## src/rtl/riff_wav_stream_parser_core_defines.svh

```systemverilog
// Assertion macros used by the parser controller
`ifndef RIFF_WAV_STREAM_PARSER_CORE_DEFINES_SVH
`define RIFF_WAV_STREAM_PARSER_CORE_DEFINES_SVH

// same-cycle implication, sampled on clk, off during reset
`define RWSP_ASSERT_NOW(label, ante, cons, msg) \
    label: assert property (@(posedge clk) disable iff (!rst_n) (ante) |-> (cons)) \
        else $error(msg);

// next-cycle implication, sampled on clk, off during reset
`define RWSP_ASSERT_NEXT(label, ante, cons, msg) \
    label: assert property (@(posedge clk) disable iff (!rst_n) (ante) |=> (cons)) \
        else $error(msg);

`endif

```

## src/rtl/rwsp_pkg.sv

```systemverilog
// Shared types and constants of the RIFF/WAVE stream parser
`timescale 1ns / 1ps
package rwsp_pkg;

    localparam logic [31:0] TAG_RIFF = 32'h4646_4952;
    localparam logic [31:0] TAG_WAVE = 32'h4556_4157;
    localparam logic [31:0] TAG_FMT  = 32'h2074_6D66;
    localparam logic [31:0] TAG_DATA = 32'h6174_6164;

    localparam logic [15:0] FORMAT_PCM    = 16'd1;
    localparam logic [15:0] CHANNELS_MONO = 16'd1;
    localparam logic [15:0] BITS_8        = 16'd8;
    localparam logic [15:0] BITS_16       = 16'd16;

    localparam logic [1:0] KIND_DATA  = 2'd0;
    localparam logic [1:0] KIND_INFO  = 2'd1;
    localparam logic [1:0] KIND_ERROR = 2'd2;

    localparam logic [2:0] ERR_NOT_WAV    = 3'd0;
    localparam logic [2:0] ERR_NOT_PCM    = 3'd1;
    localparam logic [2:0] ERR_NOT_MONO   = 3'd2;
    localparam logic [2:0] ERR_BAD_BITS   = 3'd3;
    localparam logic [2:0] ERR_NO_FMT     = 3'd4;
    localparam logic [2:0] ERR_ZERO_ALIGN = 3'd5;
    localparam logic [2:0] ERR_TRUNCATED  = 3'd6;

    localparam int IDX_W = 4;

    typedef struct packed {
        logic             tag_shift;
        logic             len_shift;
        logic             load_left;
        logic             dec_left;
        logic             fmt_wr;
        logic [IDX_W-1:0] fmt_index;
        logic             div_start;
        logic             out_load;
        logic [1:0]       out_kind;
        logic [2:0]       err_code;
        logic             last;
    } rwsp_cmd_t;

    typedef struct packed {
        logic tag_new_riff;
        logic tag_new_wave;
        logic tag_fmt;
        logic tag_data;
        logic len_new_zero;
        logic len_zero;
        logic left_dec_zero;
        logic pcm_ok;
        logic mono_ok;
        logic bits_ok;
        logic align_zero;
        logic div_busy;
        logic out_free;
    } rwsp_status_t;

endpackage

```

## src/rtl/rwsp_in_if.sv

```systemverilog
// Byte stream channel carrying the WAV file image
`timescale 1ns / 1ps
interface rwsp_in_if;
    logic       valid;
    logic       ready;
    logic [7:0] in_byte;
    logic       end_of_file;

    modport source (output valid, output in_byte, output end_of_file, input ready);
    modport sink   (input valid, input in_byte, input end_of_file, output ready);
endinterface

```

## src/rtl/rwsp_out_if.sv

```systemverilog
// Result channel carrying sample bytes, format info and error codes
`timescale 1ns / 1ps
interface rwsp_out_if;
    logic        valid;
    logic        ready;
    logic [1:0]  kind;
    logic [7:0]  sample_byte;
    logic [4:0]  bits_per_sample;
    logic [31:0] sample_rate;
    logic [31:0] sample_count;
    logic [2:0]  error_code;
    logic        last;

    modport source (output valid, output kind, output sample_byte, output bits_per_sample,
                    output sample_rate, output sample_count, output error_code,
                    output last, input ready);
    modport sink   (input valid, input kind, input sample_byte, input bits_per_sample,
                    input sample_rate, input sample_count, input error_code,
                    input last, output ready);
endinterface

```

## src/rtl/rwsp_div.sv

```systemverilog
// Bit-serial restoring divider: 32-bit length by 16-bit block align
`timescale 1ns / 1ps
module rwsp_div
    import rwsp_pkg::*;
(
    input  logic        clk,
    input  logic        rst_n,
    input  logic        start,
    input  logic [31:0] dividend,
    input  logic [15:0] divisor,
    output logic        busy,
    output logic [31:0] quotient
);

    localparam logic [5:0] DIV_STEPS = 6'd32;

    logic [31:0] quo_reg;
    logic [15:0] rem_reg;
    logic [5:0]  count_reg;
    logic        busy_reg;
    logic [16:0] trial;
    logic [16:0] diff;
    logic        ge;

    assign trial = {rem_reg, quo_reg[31]};
    assign ge    = trial >= {1'b0, divisor};
    assign diff  = trial - {1'b0, divisor};

    always_ff @(posedge clk or negedge rst_n)
    begin
        if (!rst_n)
        begin
            busy_reg  <= 1'b0;
            count_reg <= '0;
        end
        else if (start)
        begin
            busy_reg  <= 1'b1;
            count_reg <= DIV_STEPS;
        end
        else if (busy_reg)
        begin
            count_reg <= count_reg - 6'd1;
            if (count_reg == 6'd1)
            begin
                busy_reg <= 1'b0;
            end
        end
    end

    always_ff @(posedge clk)
    begin
        if (start)
        begin
            quo_reg <= dividend;
            rem_reg <= '0;
        end
        else if (busy_reg)
        begin
            quo_reg <= {quo_reg[30:0], ge};
            rem_reg <= ge ? diff[15:0] : trial[15:0];
        end
    end

    assign busy     = busy_reg;
    assign quotient = quo_reg;

endmodule

```

## src/rtl/rwsp_datapath.sv

```systemverilog
// Datapath: chunk tag and length shifters, fmt fields, divider, result register
`timescale 1ns / 1ps
module rwsp_datapath
    import rwsp_pkg::*;
(
    input  logic              clk,
    input  logic              rst_n,
    input  logic [7:0]        in_byte,
    input  rwsp_cmd_t         cmd,
    output rwsp_status_t      st,
    rwsp_out_if.source        result_stream
);

    logic [31:0] chunk_tag_reg;
    logic [31:0] chunk_length_reg;
    logic [31:0] bytes_left_reg;
    logic [15:0] format_tag_reg;
    logic [15:0] channel_count_reg;
    logic [31:0] rate_value_reg;
    logic [15:0] block_align_reg;
    logic [15:0] sample_bits_reg;

    logic [31:0] tag_shifted;
    logic [31:0] len_shifted;
    logic [15:0] bits_new;

    logic        out_valid_reg;
    logic [1:0]  kind_reg;
    logic [7:0]  sample_byte_reg;
    logic [4:0]  bits_reg;
    logic [31:0] rate_reg;
    logic [31:0] count_reg;
    logic [2:0]  error_code_reg;
    logic        last_reg;

    logic        div_busy;
    logic [31:0] quotient;

    assign tag_shifted = {in_byte, chunk_tag_reg[31:8]};
    assign len_shifted = {in_byte, chunk_length_reg[31:8]};
    assign bits_new    = {in_byte, sample_bits_reg[7:0]};

    always_ff @(posedge clk or negedge rst_n)
    begin
        if (!rst_n)
        begin
            chunk_tag_reg    <= '0;
            chunk_length_reg <= '0;
            bytes_left_reg   <= '0;
        end
        else
        begin
            if (cmd.tag_shift)
            begin
                chunk_tag_reg <= tag_shifted;
            end
            if (cmd.len_shift)
            begin
                chunk_length_reg <= len_shifted;
            end
            if (cmd.load_left)
            begin
                bytes_left_reg <= len_shifted;
            end
            else if (cmd.dec_left && bytes_left_reg != 32'd0)
            begin
                bytes_left_reg <= bytes_left_reg - 32'd1;
            end
        end
    end

    always_ff @(posedge clk or negedge rst_n)
    begin
        if (!rst_n)
        begin
            format_tag_reg    <= '0;
            channel_count_reg <= '0;
            rate_value_reg    <= '0;
            block_align_reg   <= '0;
            sample_bits_reg   <= '0;
        end
        else if (cmd.fmt_wr)
        begin
            case (cmd.fmt_index)
                4'd0:
                begin
                    format_tag_reg    <= {8'h00, in_byte};
                    channel_count_reg <= '0;
                    rate_value_reg    <= '0;
                    block_align_reg   <= '0;
                    sample_bits_reg   <= '0;
                end
                4'd1:  format_tag_reg[15:8]    <= in_byte;
                4'd2:  channel_count_reg[7:0]  <= in_byte;
                4'd3:  channel_count_reg[15:8] <= in_byte;
                4'd4:  rate_value_reg[7:0]     <= in_byte;
                4'd5:  rate_value_reg[15:8]    <= in_byte;
                4'd6:  rate_value_reg[23:16]   <= in_byte;
                4'd7:  rate_value_reg[31:24]   <= in_byte;
                4'd12: block_align_reg[7:0]    <= in_byte;
                4'd13: block_align_reg[15:8]   <= in_byte;
                4'd14: sample_bits_reg[7:0]    <= in_byte;
                4'd15: sample_bits_reg[15:8]   <= in_byte;
                default: ;
            endcase
        end
    end

    rwsp_div u_div (
        .clk      (clk),
        .rst_n    (rst_n),
        .start    (cmd.div_start),
        .dividend (len_shifted),
        .divisor  (block_align_reg),
        .busy     (div_busy),
        .quotient (quotient)
    );

    always_ff @(posedge clk or negedge rst_n)
    begin
        if (!rst_n)
        begin
            out_valid_reg <= 1'b0;
        end
        else if (cmd.out_load)
        begin
            out_valid_reg <= 1'b1;
        end
        else if (result_stream.ready)
        begin
            out_valid_reg <= 1'b0;
        end
    end

    always_ff @(posedge clk)
    begin
        if (cmd.out_load)
        begin
            kind_reg        <= cmd.out_kind;
            sample_byte_reg <= (cmd.out_kind == KIND_DATA) ? in_byte : 8'h00;
            bits_reg        <= (cmd.out_kind == KIND_INFO) ? sample_bits_reg[4:0] : 5'd0;
            rate_reg        <= (cmd.out_kind == KIND_INFO) ? rate_value_reg : 32'd0;
            count_reg       <= (cmd.out_kind == KIND_INFO) ? quotient : 32'd0;
            error_code_reg  <= (cmd.out_kind == KIND_ERROR) ? cmd.err_code : 3'd0;
            last_reg        <= cmd.last;
        end
    end

    always_comb
    begin
        st.tag_new_riff  = (tag_shifted == TAG_RIFF);
        st.tag_new_wave  = (tag_shifted == TAG_WAVE);
        st.tag_fmt       = (chunk_tag_reg == TAG_FMT);
        st.tag_data      = (chunk_tag_reg == TAG_DATA);
        st.len_new_zero  = (len_shifted == 32'd0);
        st.len_zero      = (chunk_length_reg == 32'd0);
        st.left_dec_zero = (bytes_left_reg[31:1] == 31'd0);
        st.pcm_ok        = (format_tag_reg == FORMAT_PCM);
        st.mono_ok       = (channel_count_reg == CHANNELS_MONO);
        st.bits_ok       = (bits_new == BITS_8) || (bits_new == BITS_16);
        st.align_zero    = (block_align_reg == 16'd0);
        st.div_busy      = div_busy;
        st.out_free      = !out_valid_reg || result_stream.ready;
    end

    assign result_stream.valid           = out_valid_reg;
    assign result_stream.kind            = kind_reg;
    assign result_stream.sample_byte     = sample_byte_reg;
    assign result_stream.bits_per_sample = bits_reg;
    assign result_stream.sample_rate     = rate_reg;
    assign result_stream.sample_count    = count_reg;
    assign result_stream.error_code      = error_code_reg;
    assign result_stream.last            = last_reg;

endmodule

```

## src/rtl/rwsp_ctrl.sv

```systemverilog
// Controller: parse phase state machine, byte index and fmt-seen flag
`timescale 1ns / 1ps
`include "riff_wav_stream_parser_core_defines.svh"
module rwsp_ctrl
    import rwsp_pkg::*;
(
    input  logic         clk,
    input  logic         rst_n,
    rwsp_in_if.sink      file_stream,
    input  rwsp_status_t st,
    output rwsp_cmd_t    cmd
);

    localparam logic [2:0] ST_RIFF = 3'd0;
    localparam logic [2:0] ST_HDR  = 3'd1;
    localparam logic [2:0] ST_FMT  = 3'd2;
    localparam logic [2:0] ST_SKIP = 3'd3;
    localparam logic [2:0] ST_DATA = 3'd4;
    localparam logic [2:0] ST_DIV  = 3'd5;
    localparam logic [2:0] ST_DONE = 3'd6;

    localparam logic [IDX_W-1:0] IDX_RIFF_TAG = 4'd3;
    localparam logic [IDX_W-1:0] IDX_WAVE_TAG = 4'd11;
    localparam logic [IDX_W-1:0] IDX_HDR_LEN  = 4'd4;
    localparam logic [IDX_W-1:0] IDX_HDR_LAST = 4'd7;
    localparam logic [IDX_W-1:0] IDX_FMT_LAST = 4'd15;

    logic [2:0]       state_reg;
    logic [2:0]       state_next;
    logic [IDX_W-1:0] idx_reg;
    logic [IDX_W-1:0] idx_next;
    logic             fmt_seen_reg;
    logic             fmt_seen_next;

    logic             fire;
    logic             fail;
    logic [2:0]       fail_code;
    logic             fin;
    logic             go_div;

    assign file_stream.ready = (state_reg == ST_DONE) ||
                               ((state_reg != ST_DIV) && st.out_free);
    assign fire = file_stream.valid && file_stream.ready;

    always_comb
    begin
        cmd           = '0;
        cmd.fmt_index = idx_reg;
        state_next    = state_reg;
        idx_next      = idx_reg;
        fmt_seen_next = fmt_seen_reg;
        fail          = 1'b0;
        fail_code     = ERR_NOT_WAV;
        fin           = 1'b0;
        go_div        = 1'b0;

        if (fire)
        begin
            case (state_reg)
                ST_RIFF:
                begin
                    cmd.tag_shift = 1'b1;
                    if (idx_reg == IDX_RIFF_TAG && !st.tag_new_riff)
                    begin
                        fail = 1'b1;
                    end
                    else if (idx_reg == IDX_WAVE_TAG)
                    begin
                        if (!st.tag_new_wave)
                        begin
                            fail = 1'b1;
                        end
                        else
                        begin
                            state_next = ST_HDR;
                            idx_next   = '0;
                        end
                    end
                    else
                    begin
                        idx_next = idx_reg + 4'd1;
                    end
                end
                ST_HDR:
                begin
                    cmd.tag_shift = (idx_reg < IDX_HDR_LEN);
                    cmd.len_shift = (idx_reg >= IDX_HDR_LEN);
                    if (idx_reg != IDX_HDR_LAST)
                    begin
                        idx_next = idx_reg + 4'd1;
                    end
                    else
                    begin
                        idx_next      = '0;
                        cmd.load_left = 1'b1;
                        if (st.tag_fmt)
                        begin
                            state_next = ST_FMT;
                        end
                        else if (st.tag_data)
                        begin
                            if (!fmt_seen_reg)
                            begin
                                fail      = 1'b1;
                                fail_code = ERR_NO_FMT;
                            end
                            else if (st.align_zero)
                            begin
                                fail      = 1'b1;
                                fail_code = ERR_ZERO_ALIGN;
                            end
                            else
                            begin
                                go_div = 1'b1;
                                fin    = st.len_new_zero;
                            end
                        end
                        else if (!st.len_new_zero)
                        begin
                            state_next = ST_SKIP;
                        end
                    end
                end
                ST_FMT:
                begin
                    cmd.fmt_wr   = 1'b1;
                    cmd.dec_left = 1'b1;
                    if (idx_reg == '0)
                    begin
                        fmt_seen_next = 1'b0;
                    end
                    if (idx_reg != IDX_FMT_LAST)
                    begin
                        idx_next = idx_reg + 4'd1;
                    end
                    else
                    begin
                        idx_next = '0;
                        if (!st.pcm_ok)
                        begin
                            fail      = 1'b1;
                            fail_code = ERR_NOT_PCM;
                        end
                        else if (!st.mono_ok)
                        begin
                            fail      = 1'b1;
                            fail_code = ERR_NOT_MONO;
                        end
                        else if (!st.bits_ok)
                        begin
                            fail      = 1'b1;
                            fail_code = ERR_BAD_BITS;
                        end
                        else
                        begin
                            fmt_seen_next = 1'b1;
                            state_next    = st.left_dec_zero ? ST_HDR : ST_SKIP;
                        end
                    end
                end
                ST_SKIP:
                begin
                    cmd.dec_left = 1'b1;
                    if (st.left_dec_zero)
                    begin
                        state_next = ST_HDR;
                        idx_next   = '0;
                    end
                end
                ST_DATA:
                begin
                    cmd.dec_left = 1'b1;
                    cmd.out_load = 1'b1;
                    cmd.out_kind = KIND_DATA;
                    cmd.last     = st.left_dec_zero;
                    if (st.left_dec_zero)
                    begin
                        fin        = 1'b1;
                        state_next = ST_DONE;
                    end
                end
                default: ;
            endcase

            if (state_reg != ST_DONE && file_stream.end_of_file && !fail && !fin)
            begin
                fail      = 1'b1;
                fail_code = ERR_TRUNCATED;
            end

            if (fail)
            begin
                cmd.out_load = 1'b1;
                cmd.out_kind = KIND_ERROR;
                cmd.err_code = fail_code;
                cmd.last     = 1'b1;
                state_next   = ST_DONE;
            end
            else if (go_div)
            begin
                cmd.div_start = 1'b1;
                state_next    = ST_DIV;
            end
        end
        else if (state_reg == ST_DIV && !st.div_busy && st.out_free)
        begin
            cmd.out_load = 1'b1;
            cmd.out_kind = KIND_INFO;
            cmd.last     = st.len_zero;
            state_next   = st.len_zero ? ST_DONE : ST_DATA;
        end
    end

    always_ff @(posedge clk or negedge rst_n)
    begin
        if (!rst_n)
        begin
            state_reg    <= ST_RIFF;
            idx_reg      <= '0;
            fmt_seen_reg <= 1'b0;
        end
        else
        begin
            state_reg    <= state_next;
            idx_reg      <= idx_next;
            fmt_seen_reg <= fmt_seen_next;
        end
    end

    `RWSP_ASSERT_NEXT(a_div_start_busy, cmd.div_start, st.div_busy && state_reg == ST_DIV, "divider not running after start")
    `RWSP_ASSERT_NOW(a_load_when_free, cmd.out_load, st.out_free, "result register overwritten while held")
    `RWSP_ASSERT_NEXT(a_done_sticks, state_reg == ST_DONE, state_reg == ST_DONE, "parser left finished state")

endmodule

```

## src/rtl/riff_wav_stream_parser_core.sv

```systemverilog
// Top level of the RIFF/WAVE PCM stream parser
`timescale 1ns / 1ps
// Usage:
// file_stream takes the WAV image one byte per request, end_of_file set on
// the final byte. result_stream gives sample data bytes, one format info
// request at the data chunk header, or one error code; last marks the end.
// Header and chunk bytes are taken one per cycle. A data byte or an error
// shows on result_stream in the cycle after its byte is taken. At the data
// chunk header the sample count comes from a bit-serial divider (one
// quotient bit per cycle), so the info request is loaded only once the divider
// is done, and file_stream is held off until then.
// The result register lets the next byte in while a result waits, as long
// as result_stream.ready is high in that cycle; with ready low, file_stream
// stalls until the waiting result is taken.
// After the last data byte, a final info request or an error, all further
// bytes are taken and dropped with no result until reset.
// Reset (rst_n low, asynchronous) returns to the RIFF tag check and forgets
// any format seen; no result is pending after reset.
module riff_wav_stream_parser_core
    import rwsp_pkg::*;
(
    input  logic         clk,
    input  logic         rst_n,
    rwsp_in_if.sink      file_stream,
    rwsp_out_if.source   result_stream
);

    rwsp_cmd_t    cmd;
    rwsp_status_t st;

    rwsp_ctrl u_ctrl (
        .clk         (clk),
        .rst_n       (rst_n),
        .file_stream (file_stream),
        .st          (st),
        .cmd         (cmd)
    );

    rwsp_datapath u_datapath (
        .clk           (clk),
        .rst_n         (rst_n),
        .in_byte       (file_stream.in_byte),
        .cmd           (cmd),
        .st            (st),
        .result_stream (result_stream)
    );

endmodule

```

## src/flat_wrapper.sv

```systemverilog
// flat-port wrapper written by rule: the top's interface ports become plain ports
module riff_wav_stream_parser_core_flat import rwsp_pkg::*;
  (clk, rst_n, file_stream_valid, file_stream_in_byte, file_stream_end_of_file, file_stream_ready, result_stream_valid, result_stream_kind, result_stream_sample_byte, result_stream_bits_per_sample, result_stream_sample_rate, result_stream_sample_count, result_stream_error_code, result_stream_last, result_stream_ready);
  rwsp_in_if file_stream_i ();
  rwsp_out_if result_stream_i ();
  input  logic clk;
  input  logic rst_n;
  input wire logic [$bits(file_stream_i.valid)-1:0] file_stream_valid;
  input wire logic [$bits(file_stream_i.in_byte)-1:0] file_stream_in_byte;
  input wire logic [$bits(file_stream_i.end_of_file)-1:0] file_stream_end_of_file;
  output wire logic [$bits(file_stream_i.ready)-1:0] file_stream_ready;
  output wire logic [$bits(result_stream_i.valid)-1:0] result_stream_valid;
  output wire logic [$bits(result_stream_i.kind)-1:0] result_stream_kind;
  output wire logic [$bits(result_stream_i.sample_byte)-1:0] result_stream_sample_byte;
  output wire logic [$bits(result_stream_i.bits_per_sample)-1:0] result_stream_bits_per_sample;
  output wire logic [$bits(result_stream_i.sample_rate)-1:0] result_stream_sample_rate;
  output wire logic [$bits(result_stream_i.sample_count)-1:0] result_stream_sample_count;
  output wire logic [$bits(result_stream_i.error_code)-1:0] result_stream_error_code;
  output wire logic [$bits(result_stream_i.last)-1:0] result_stream_last;
  input wire logic [$bits(result_stream_i.ready)-1:0] result_stream_ready;
  assign file_stream_i.valid = file_stream_valid;
  assign file_stream_i.in_byte = file_stream_in_byte;
  assign file_stream_i.end_of_file = file_stream_end_of_file;
  assign file_stream_ready = file_stream_i.ready;
  assign result_stream_valid = result_stream_i.valid;
  assign result_stream_kind = result_stream_i.kind;
  assign result_stream_sample_byte = result_stream_i.sample_byte;
  assign result_stream_bits_per_sample = result_stream_i.bits_per_sample;
  assign result_stream_sample_rate = result_stream_i.sample_rate;
  assign result_stream_sample_count = result_stream_i.sample_count;
  assign result_stream_error_code = result_stream_i.error_code;
  assign result_stream_last = result_stream_i.last;
  assign result_stream_i.ready = result_stream_ready;
  riff_wav_stream_parser_core u_core (.clk(clk), .rst_n(rst_n), .file_stream(file_stream_i), .result_stream(result_stream_i));
endmodule
```

## config.mk

```make
export PLATFORM = sky130hd
export DESIGN_NAME = riff_wav_stream_parser_core_flat
export DESIGN_NICKNAME = d
export VERILOG_FILES = /design/src/rtl/rwsp_pkg.sv /design/src/rtl/rwsp_in_if.sv /design/src/rtl/rwsp_out_if.sv /design/src/rtl/rwsp_div.sv /design/src/rtl/rwsp_datapath.sv /design/src/rtl/rwsp_ctrl.sv /design/src/rtl/riff_wav_stream_parser_core.sv /design/src/flat_wrapper.sv
export VERILOG_INCLUDE_DIRS = /design/src /design/src/rtl
export SDC_FILE = /design/constraint.sdc
export NUM_CORES = 1
export LEC_CHECK = 0
export ABC_CLOCK_PERIOD_IN_PS = 10500
export BUFFER_PORTS_ARGS = -buffer_cell sky130_fd_sc_hd__buf_2
export CORE_ASPECT_RATIO = 1.5
export CORE_MARGIN = 8
export CORE_UTILIZATION = 61
export CTS_CLUSTER_SIZE = 28
export DETAILED_ROUTE_END_ITERATION = 12
export GPL_ROUTABILITY_DRIVEN = 0
export PLACE_DENSITY = 0.8
export SYNTH_ARGS = -nofsm -noshare
export SYNTH_HDL_FRONTEND = slang
export SYNTH_SLANG_ARGS = --single-unit
```

## constraint.sdc

```tcl
create_clock -name clk -period 10.5 [get_ports clk]
set_clock_uncertainty 0.05 [all_clocks]
set_input_delay 1.575 -clock clk [delete_from_list [all_inputs] [get_ports clk]]
set_output_delay 1.575 -clock clk [all_outputs]
set_load 0.02 [all_outputs]
```

== After elaboration in Yosys (flattened, before gate mapping) ==
Cells that the tools add are included.
Cells by class
  reductions and logical operators: 57
  bitwise logic cells: 3
  mux-type cells: 112
  add/sub/neg operators: 4
  equal/unequal tests: 48
  $lt $le $gt $ge: 3
Operator list (count)
  $pmux 8 s2: 10
  $mux 32: 4
  $eq 32x31->1 const B: 3
  $mux 3: 26
  $logic_not 32->1: 2
  $ne 5x5->1 const B: 10
  $mux 1: 48
  $eq 16x1->1 const B: 2
  $eq 32x30->1 const B: 1
  $reduce_bool 32->1: 1
  $sub 32x1->32 const B: 1
  $logic_not 31->1: 1
  $reduce_bool 2->1: 14
  $mux 4: 6
  $reduce_and 2->1: 12
  $ge 17x16->1: 1
  $eq 16x4->1 const B: 1
  $eq 16x5->1 const B: 1
  $eq 4x3->1 const B: 4
  $eq 4x4->1 const B: 4
  $logic_not 16->1: 1
  $mux 16: 1
  $pmux 4 s4: 1
  $sub 16x16->16: 1
  39 further kinds: 71
Storage, ports and cells
  output and inout bits: 85
  word-level logic and storage cells: 257
  bits in registers: 331
  bits of input ports: 13

== Depth between registers and ports, before layout ==
Gate-level depths: netlist of the first run.
  depth after elaboration: 18
  gate-level depth with buffers: 11
  gate-level depth less buffers: 11

== Cells and area by module ==
A second synthesis of the first run with hierarchy kept.
Unflattened totals
  cells, all modules: 1304
  area, all modules: 15539.9 µm²
Modules (own cells, without submodules)
  rwsp_datapath: instances 1, cells an instance 854, sequential area each 7121.8 µm², area an instance 11160.7 µm²
  rwsp_div: instances 1, cells an instance 317, sequential area each 1456.4 µm², area an instance 3355.7 µm²
  rwsp_ctrl: instances 1, cells an instance 133, sequential area each 200.2 µm², area an instance 1023.5 µm²

== Least setup slack after synthesis of the first run ==
No wires, ideal clock.
  path kind: input-to-reg
  start: in result_stream_ready
  end: reg u_core.u_datapath.bits_reg[0] (netlist: u_core.u_datapath.result_stream.bits_per_sample[0]), enable pin
  library setup time: 639 ps
  path buffers: 1
  setup slack: 1809 ps
  stages on the path: 5
  data required time: 9811 ps
  arrival: 8002 ps
  cells stage by stage: nor2b_1 -> a21oi_1 -> o21ai_1 -> clkbuf_1 -> o21ai_0
RTL lines
  start, declared: line flat_wrapper.sv:20  | input wire logic [$bits(result_stream_i.ready)-1:0] result_stream_ready;
  end signal, assigned: line rwsp_datapath.sv:141  | bits_reg <= (cmd.out_kind == KIND_INFO) ? sample_bits_reg[4:0] : 5'd0;
  end, declared: line rwsp_datapath.sv:30  | logic [4:0] bits_reg;

==> flow_summary.yaml, run 1 <==
synth:
  main_combinational_cell_family_by_area_after_synthesis: "simple AND/OR/NAND/NOR gates"
  muxShareOfSynthArea_pct: 7.80
  synthesis.area_per_instance_sq_um: 11.2
  async_flop_share_pct: 60.4
  simple_gate_portion_of_the_synthesized_area_pct: 17.7
  seq_cells_post_synth: 331
  postSynthCellCount: 1358
  synth.largest_area_cell: "dfrtp_1"
  synth_warnings: 0
  synth_fp_nets: 1395
  post-synth-top-area-fraction_pct: 32.9
  dominantRegCellSynth: "dfrtp_1"
  yosys-top-cells-area: "dfrtp_1 33%, edfxtp_1 23%, mux2_2 6.0%"
  share_of_the_synthesized_netlist_area_taken_by_xor_and_xnor_gates_pct: 1.95
  synth.distinct_cells: 77
  seq_area_frac_synth_pct: 57.6
  synth_compound_area_share_pct: 10.1
  syn-cell-area_sq_um: 15200
  count_of_flip_flops_with_a_built_in_enable_after_synthesis: 115
  synthAdderAreaFrac_pct: 2.02
worst_setup_path:
  critical_path_required_ps: 10640
  critPathBufInv: 2
  timing.critical_path.arrival_ps: 4960
  worstSetupEndpointType: "register"
  rr_startpoint: "u_core.u_datapath.bytes_left_reg[5]$_DFFE_PN0P_"
  regToRegSetupSlack_ps: 5910
  crit_path_start_kind: "input port"
  path_class: "in2reg"
  critical_path.max_stage_delay_ps: 580
  path_delay_family: "simple AND/OR/NAND/NOR gates"
  ff2ff_path_depth: 9
  crit_slowest_cell: "nor4_1"
  worstPathMaxFanout: 83
  critical_path.cell_chain: "buf_2 -> nor4_1 -> nand2_1 -> nor4_1 -> nor2_1 -> nor4b_4 -> nor2_1 -> nor2_1 -> o21ai_4 -> buf_4"
  most_used_cell_cp: "nor2_1"
floorplan:
  chipHeight_um: 210
  initial_utilization_pct: 61.5
  area_of_the_placeable_core_sq_um: 24800
  floorplan.rows: 71
  boundaryPins: 98
  floorplan.die_area_sq_um: 30400
  die_width_um: 145
routing:
  drt_iter0_markers: 759
  drt_pass1_iterations: 5
  post-route-drc-count: 0
  vias: 10700
  drt-wirelength-per-cell_um: 19.5
  wirelength_um: 34700
  route.antenna.remaining_nets: 0
  avgViaCountPerCell: 6.03
global_routing:
  grt_pass1_wl_um: 56200
  grt_overflow_total: 0
  vias_in_the_first_global_route: 10600
  antenna_found_initial: 0
  grtUsageMet3_pct: 3.69
  most_utilized_layer_in_the_global_route_result: "met2"
  groute.layer.met2.usage_pct: 40.8
  grtUsageMet1_pct: 26.2
  largest_net_degree_at_the_start_of_global_routing: 126
  gr-usage-all-layers_pct: 22.7
timing:
  final_max_slew_viol_count: 0
  setup_viol: 0
  setup_repair_after_global_routing_missed_its_margin: "false"
  timing_limited_maximum_frequency_mhz: 207
  worst_pin_slew_ps: 1180
  post-route-period-util_pct: 46.0
  final_period_minus_worst_setup_slack_ps: 4830
  hold_viol_final: 0
  timing.setup.tns_ps: 0
  slew_headroom_pct: 21.1
worst_hold_path:
  timing.hold.worst.start: "u_core.u_datapath.u_div.rem_reg[15]$_SDFFE_PP0P_"
  hold-path-endpoint: "u_core.u_datapath.u_div.rem_reg[15]$_SDFFE_PP0P_"
  hold_class: "reg2reg"
  hold-path-cell-count: 2
place:
  dp_hpwl_um: 23300
  buffer_ports.inserted: 97
clock_tree:
  cts_resized: 0
  cts_tree: "done"
  htreeDepth: 1
  clock_sink_count: 331
  cts_buffers: 29
  clk_pin_slew_ps: 70
  clk_latency_ps: 570
  holdBufCountCts: 0
  cts.repair_timing.setup_buffer_count: 0
  clock_buffer_depth: 3
  cts-root-buf: "clkbuf_16"
final_layout:
  antenna-diode-count: 0
  finalNetCount: 1460
  fin_util_pct: 68.8
  area_growth_syn_to_layout_pct: 11.9
  layout-drive-gt1-share_pct: 18.8
power_and_ir_drop:
  total_power_mw: 3.26
  p_leak_nw: 7.47
  vdd.ir_drop.worst_mv: 0.137
  power_per_cell_area_nw_per_um2: 191
outcome:
  outcome: "finished, final reports clean"
run:
  max_cap_viol_count: 0
## cell usage after synthesis (3+ instances only)
| library cell | count |
|---|---|
| a211oi_1 | 6 |
| a21o_1 | 7 |
| a21oi_1 | 46 |
| a221o_1 | 3 |
| a22o_1 | 33 |
| a31oi_1 | 3 |
| and2_1 | 80 |
| and3_1 | 7 |
| buf_1 | 4 |
| clkbuf_1 | 67 |
| dfrtp_1 | 200 |
| dfxtp_1 | 16 |
| edfxtp_1 | 115 |
| ha_1 | 23 |
| inv_1 | 33 |
| mux2_1 | 5 |
| mux2_2 | 81 |
| mux2_4 | 10 |
| mux2i_1 | 7 |
| nand2_1 | 169 |
| nand2b_1 | 10 |
| nand3_1 | 24 |
| nand3b_1 | 7 |
| nand4_1 | 13 |
| nand4b_1 | 3 |
| nand4bb_1 | 4 |
| nor2_1 | 73 |
| nor2b_1 | 12 |
| nor3_1 | 29 |
| nor3b_1 | 3 |
| nor4_1 | 38 |
| nor4b_1 | 4 |
| o211ai_1 | 5 |
| o21a_1 | 6 |
| o21ai_0 | 98 |
| o22ai_1 | 3 |
| o311ai_0 | 3 |
| o31ai_1 | 8 |
| or2_2 | 6 |
| or3_1 | 10 |
| or4_1 | 7 |
| xnor2_1 | 21 |
| xor2_1 | 13 |
## layout make-up
type,count,area [sq um]
tap,328,410
fill,1732,7740
clock buffer,39,840
clock inverter,15,238
timing repair buffer,109,584
multi-input combinational,919,6070
sequential,331,8780
inverter,33,124
## worst max path at each step
stage                                      start       end  slack, ps  cells after the start
final                     file_stream_in_byte[3]  register       5670                     10
after global routing      file_stream_in_byte[3]  register       5460                     10
after CTS                 file_stream_in_byte[3]  register       5770                     10
after detailed placement  file_stream_in_byte[3]  register       5170                     10
after global placement    file_stream_in_byte[3]  register       5340                     10
after floorplan              result_stream_ready  register       1810                      5
## routing by layer
layer / vias up / wire length (um)
met4: 0 / 1250
met5: - / 0
met2: 355 / 17900
li1: 4995 / -
met1: 5250 / 13500
met3: 98 / 1990
## cells by family after synthesis
family                   count (synthesis)
buffers and inverters                  108
AO/OA/AOI/OAI                          243
XOR/XNOR                                34
flip-flops                             331
adder cells (fa/ha/maj)                 24
multiplexers                           103
AND/OR/NAND/NOR                        515
## tightest hold or removal path, cell delays in order (launching register included)
cell,delay [ps]
dfxtp_1,320
nand2b_1,60
a21oi_1,50
## power breakdown
part | leakage (nW) | internal [mW] | switching (mW)
sequential | 3.94 | 1.50 | 0.0700
clock | 0.526 | 0.711 | 0.478
combinational | 3.00 | 0.143 | 0.354
## per-stage QoR
stage	setup WS (ps)	instances	area, sq um	hold slack (ps)
4_1_cts	5770	1774	17000	428
6_report	5670	1774	17000	429
5_1_grt	5460	1774	17000	453
3_3_place_gp	5340	1720	16000	402
3_5_place_dp	5170	1720	16000	410
2_1_floorplan	1810	1358	15200	388
## layout by cell type, fill, tap and decap left out, types with 12 or more instances in the layout
cell type	Yosys	routed
dfrtp_1	200	200
nand2_1	169	169
edfxtp_1	115	115
o21ai_0	98	97
buf_2	0	96
mux2_2	81	81
and2_1	80	80
nor2_1	73	72
a21oi_1	46	46
nor4_1	38	38
inv_1	33	33
a22o_1	33	33
clkbuf_16	0	31
nor3_1	29	27
nand3_1	24	23
ha_1	23	23
xnor2_1	21	21
dfxtp_1	16	16
nand4_1	13	13
xor2_1	13	13
nor2b_1	12	12
buf_4	1	12
Power figures use the tool's default switching activity.
==> run 2, diff against run 1 <==
Settings changed: ABC_AREA set to 1, ABC_CLOCK_PERIOD_IN_PS 10500 to 4900.
Clock period 10.5 ns to 4.9 ns, I/O delays scaled along.
==> flow_summary.yaml, run 2 <==
timing:
  worst_pin_slew_ps: 1090
  slew_headroom_pct: 27.0
  setup_viol: 0
  setup_repair_after_global_routing_missed_its_margin: "false"
  hold_viol_final: 0
  post-route-worst-setup-slack_ps: 1650
  final_period_minus_worst_setup_slack_ps: 3250
  final_max_slew_viol_count: 0
  timing_limited_maximum_frequency_mhz: 308
  timing.setup.tns_ps: 0
  post-route-period-util_pct: 66.3
worst_hold_path:
  hold_class: "in2async"
synth:
  synth_fp_nets: 1816
  postSynthCellCount: 1779
  seq_cells_post_synth: 331
  synth_common_cells: "317 x nand2_1, 234 x nor2_1, 224 x inv_1"
  synthesis.area_per_instance_sq_um: 8.85
  post-synth-top-count-cell: "nand2_1"
  yosys-top-cells-area: "dfrtp_1 32%, edfxtp_1 22%, nand2_1 7.6%"
  post-synth-top-area-fraction_pct: 31.8
  syn-cell-area_sq_um: 15700
  async_flop_share_pct: 60.4
  seq_area_frac_synth_pct: 55.8
  count_of_flip_flops_with_a_built_in_enable_after_synthesis: 115
  synth.distinct_cells: 50
  synth_warnings: 0
  synth.largest_area_cell: "dfrtp_1"
  dominantRegCellSynth: "dfrtp_1"
final_layout:
  finish.cell_count_without_fillers: 2216
  area_growth_syn_to_layout_pct: 11.0
  layout.cells.most_common_list: "317 x nand2_1, 234 x nor2_1, 223 x inv_1, 200 x dfrtp_1, 145 x o21ai_0"
  regArea_sq_um: 8780
  mostFrequentLayoutCell: "nand2_1"
  finalNetCount: 1895
  layout-drive-gt1-share_pct: 11.4
  n_fill_cell: 1979
  fin_util_pct: 68.3
  multiInputGateArea_sq_um: 5750
floorplan:
  floorplan.die_area_sq_um: 31300
  initial_utilization_pct: 61.5
  area_of_the_placeable_core_sq_um: 25600
  boundaryPins: 98
  chipHeight_um: 213
  floorplan.rows: 72
  die_width_um: 147
routing:
  route.antenna.remaining_nets: 0
  drt-wirelength-per-cell_um: 18.8
  vias: 12900
  drt_iter0_markers: 1175
  avgViaCountPerCell: 5.81
  post-route-drc-count: 0
  met3WireLength_um: 3310
  highest-signal-layer: "met4"
  m1WireLength_um: 15500
  wl_met2_um: 20800
  drt_pass1_iterations: 6
  wirelength_um: 41800
outcome:
  outcome: "finished, final reports clean"
worst_setup_path:
  crit_path_start_kind: "register"
  critical_path.max_stage_delay_ps: 530
  startpoint: "u_core.u_ctrl.idx_reg[0]$_DFFE_PN0P_"
  path_class: "reg2reg"
  timing.critical_path.arrival_ps: 3420
  crit_slowest_cell: "buf_4"
  regToRegSetupSlack_ps: 1650
  critical_path.cell_chain: "ha_1 -> nand2_2 -> nor2_2 -> inv_1 -> nor2_1 -> nand2_1 -> nand2_1 -> nor2_2 -> nand2_1 -> nand2_1 -> nand2_2 -> a21oi_1 -> clkinv_2 -> buf_4"
  r2r-end: "u_core.u_datapath.result_stream.sample_rate[8]$_SDFFCE_PP0P_"
  rr_startpoint: "u_core.u_ctrl.idx_reg[0]$_DFFE_PN0P_"
  ff2ff_path_depth: 14
  worstSetupEndpointType: "register"
  critical_path_required_ps: 5080
  worstPathMaxFanout: 54
  most_used_cell_cp: "nand2_1"
power_and_ir_drop:
  switching_share_pct: 34.3
  combinationalPowerShare_pct: 27.7
  clkPwrFrac_pct: 28.1
  power_per_cell_area_nw_per_um2: 489
  power_switching_mw: 2.93
  power.sequential.fraction_pct: 44.2
  vdd.ir_drop.worst_mv: 0.373
  p_leak_nw: 8.09
  total_power_mw: 8.55
  internal-power_mw: 5.62
global_routing:
  largest_net_degree_at_the_start_of_global_routing: 118
  grt_overflow_total: 0
  grt_pass1_wl_um: 66400
  antenna_found_initial: 1
  gr-usage-all-layers_pct: 26.6
  vias_in_the_first_global_route: 12800
clock_tree:
  holdBufCountCts: 0
  clock_sink_count: 331
  clk_latency_ps: 600
  htreeDepth: 1
  cts_buffers: 30
  clock_buffer_depth: 3
  clk_pin_slew_ps: 60
  cts.repair_timing.setup_buffer_count: 0
  cts_resized: 0
  cts-root-buf: "clkbuf_16"
  cts_tree: "done"
place:
  dp_hpwl_um: 28500
  buffer_ports.inserted: 97
  dp_slack_ps: 1280
  place_inst: 2159
run:
  max_cap_viol_count: 0
## run 2: logic make-up after synthesis
group	share of synthesized area (%)
compound gates	10.5
xor+xnor	2.28
fa+ha+maj	1.96
buf+inv	7.76
flops	55.8
simple gates	21.7
## run 2: layer usage
metal / vias to the layer above / track usage, %
met4: 0 / 15.0
met5: - / 0
met1: 6160 / 30.3
met3: 140 / 5.26
met2: 590 / 46.2
li1: 5989 / -
## run 2: how the worst max path moves through the flow
stage          slack (ps)                                                      endpoint
6_report             1650  u_core.u_datapath.result_stream.sample_rate[8]$_SDFFCE_PP0P_
5_1_grt              1430                                                      register
4_1_cts              1710                                                      register
3_5_place_dp         1280                                                      register
3_3_place_gp         1360                                                      register
2_1_floorplan         960                                                      register
## run 2: power by group through the flow
| stage | combinational [mW] | sequential, mW | clock (mW) |
|---|---|---|---|
| floorplan | 1.39 | 4.05 | 0 |
| global placement | 2.29 | 3.79 | 0 |
| detailed placement | 2.35 | 3.80 | 0 |
| CTS | 2.36 | 3.77 | 2.43 |
| global route | 2.62 | 3.81 | 2.55 |
| finish | 2.37 | 3.77 | 2.41 |
## run 2: metrics by stage
stage / hold slack (ps) / cell area, sq um
after floorplan: 389 / 15700
after CTS: 300 / 17500
after global routing: 338 / 17500
after global placement: 416 / 16500
final: 271 / 17500
after detailed placement: 423 / 16500
## run 2: critical path: cells and delay by family (launching register included)
| kind | cells | cell delay [ps] |
|---|---|---|
| and+or+nand+nor | 9 | 1270 |
| buffers and inverters | 3 | 750 |
| DFF | 1 | 410 |
| adders and majority gates | 1 | 240 |
| AOI/OAI and AO/OA | 1 | 100 |
## run 2: area by class of cell
| type | instances | area share, % |
|---|---|---|
| inverter | 245 | 5.27 |
| timing repair buffer | 109 | 3.42 |
| tap | 333 | 2.38 |
| sequential | 331 | 50.2 |
| multi-input combinational | 1141 | 32.9 |
| clock buffer | 47 | 5.06 |
| antenna | 1 | 0.0143 |
| clock inverter | 9 | 0.716 |
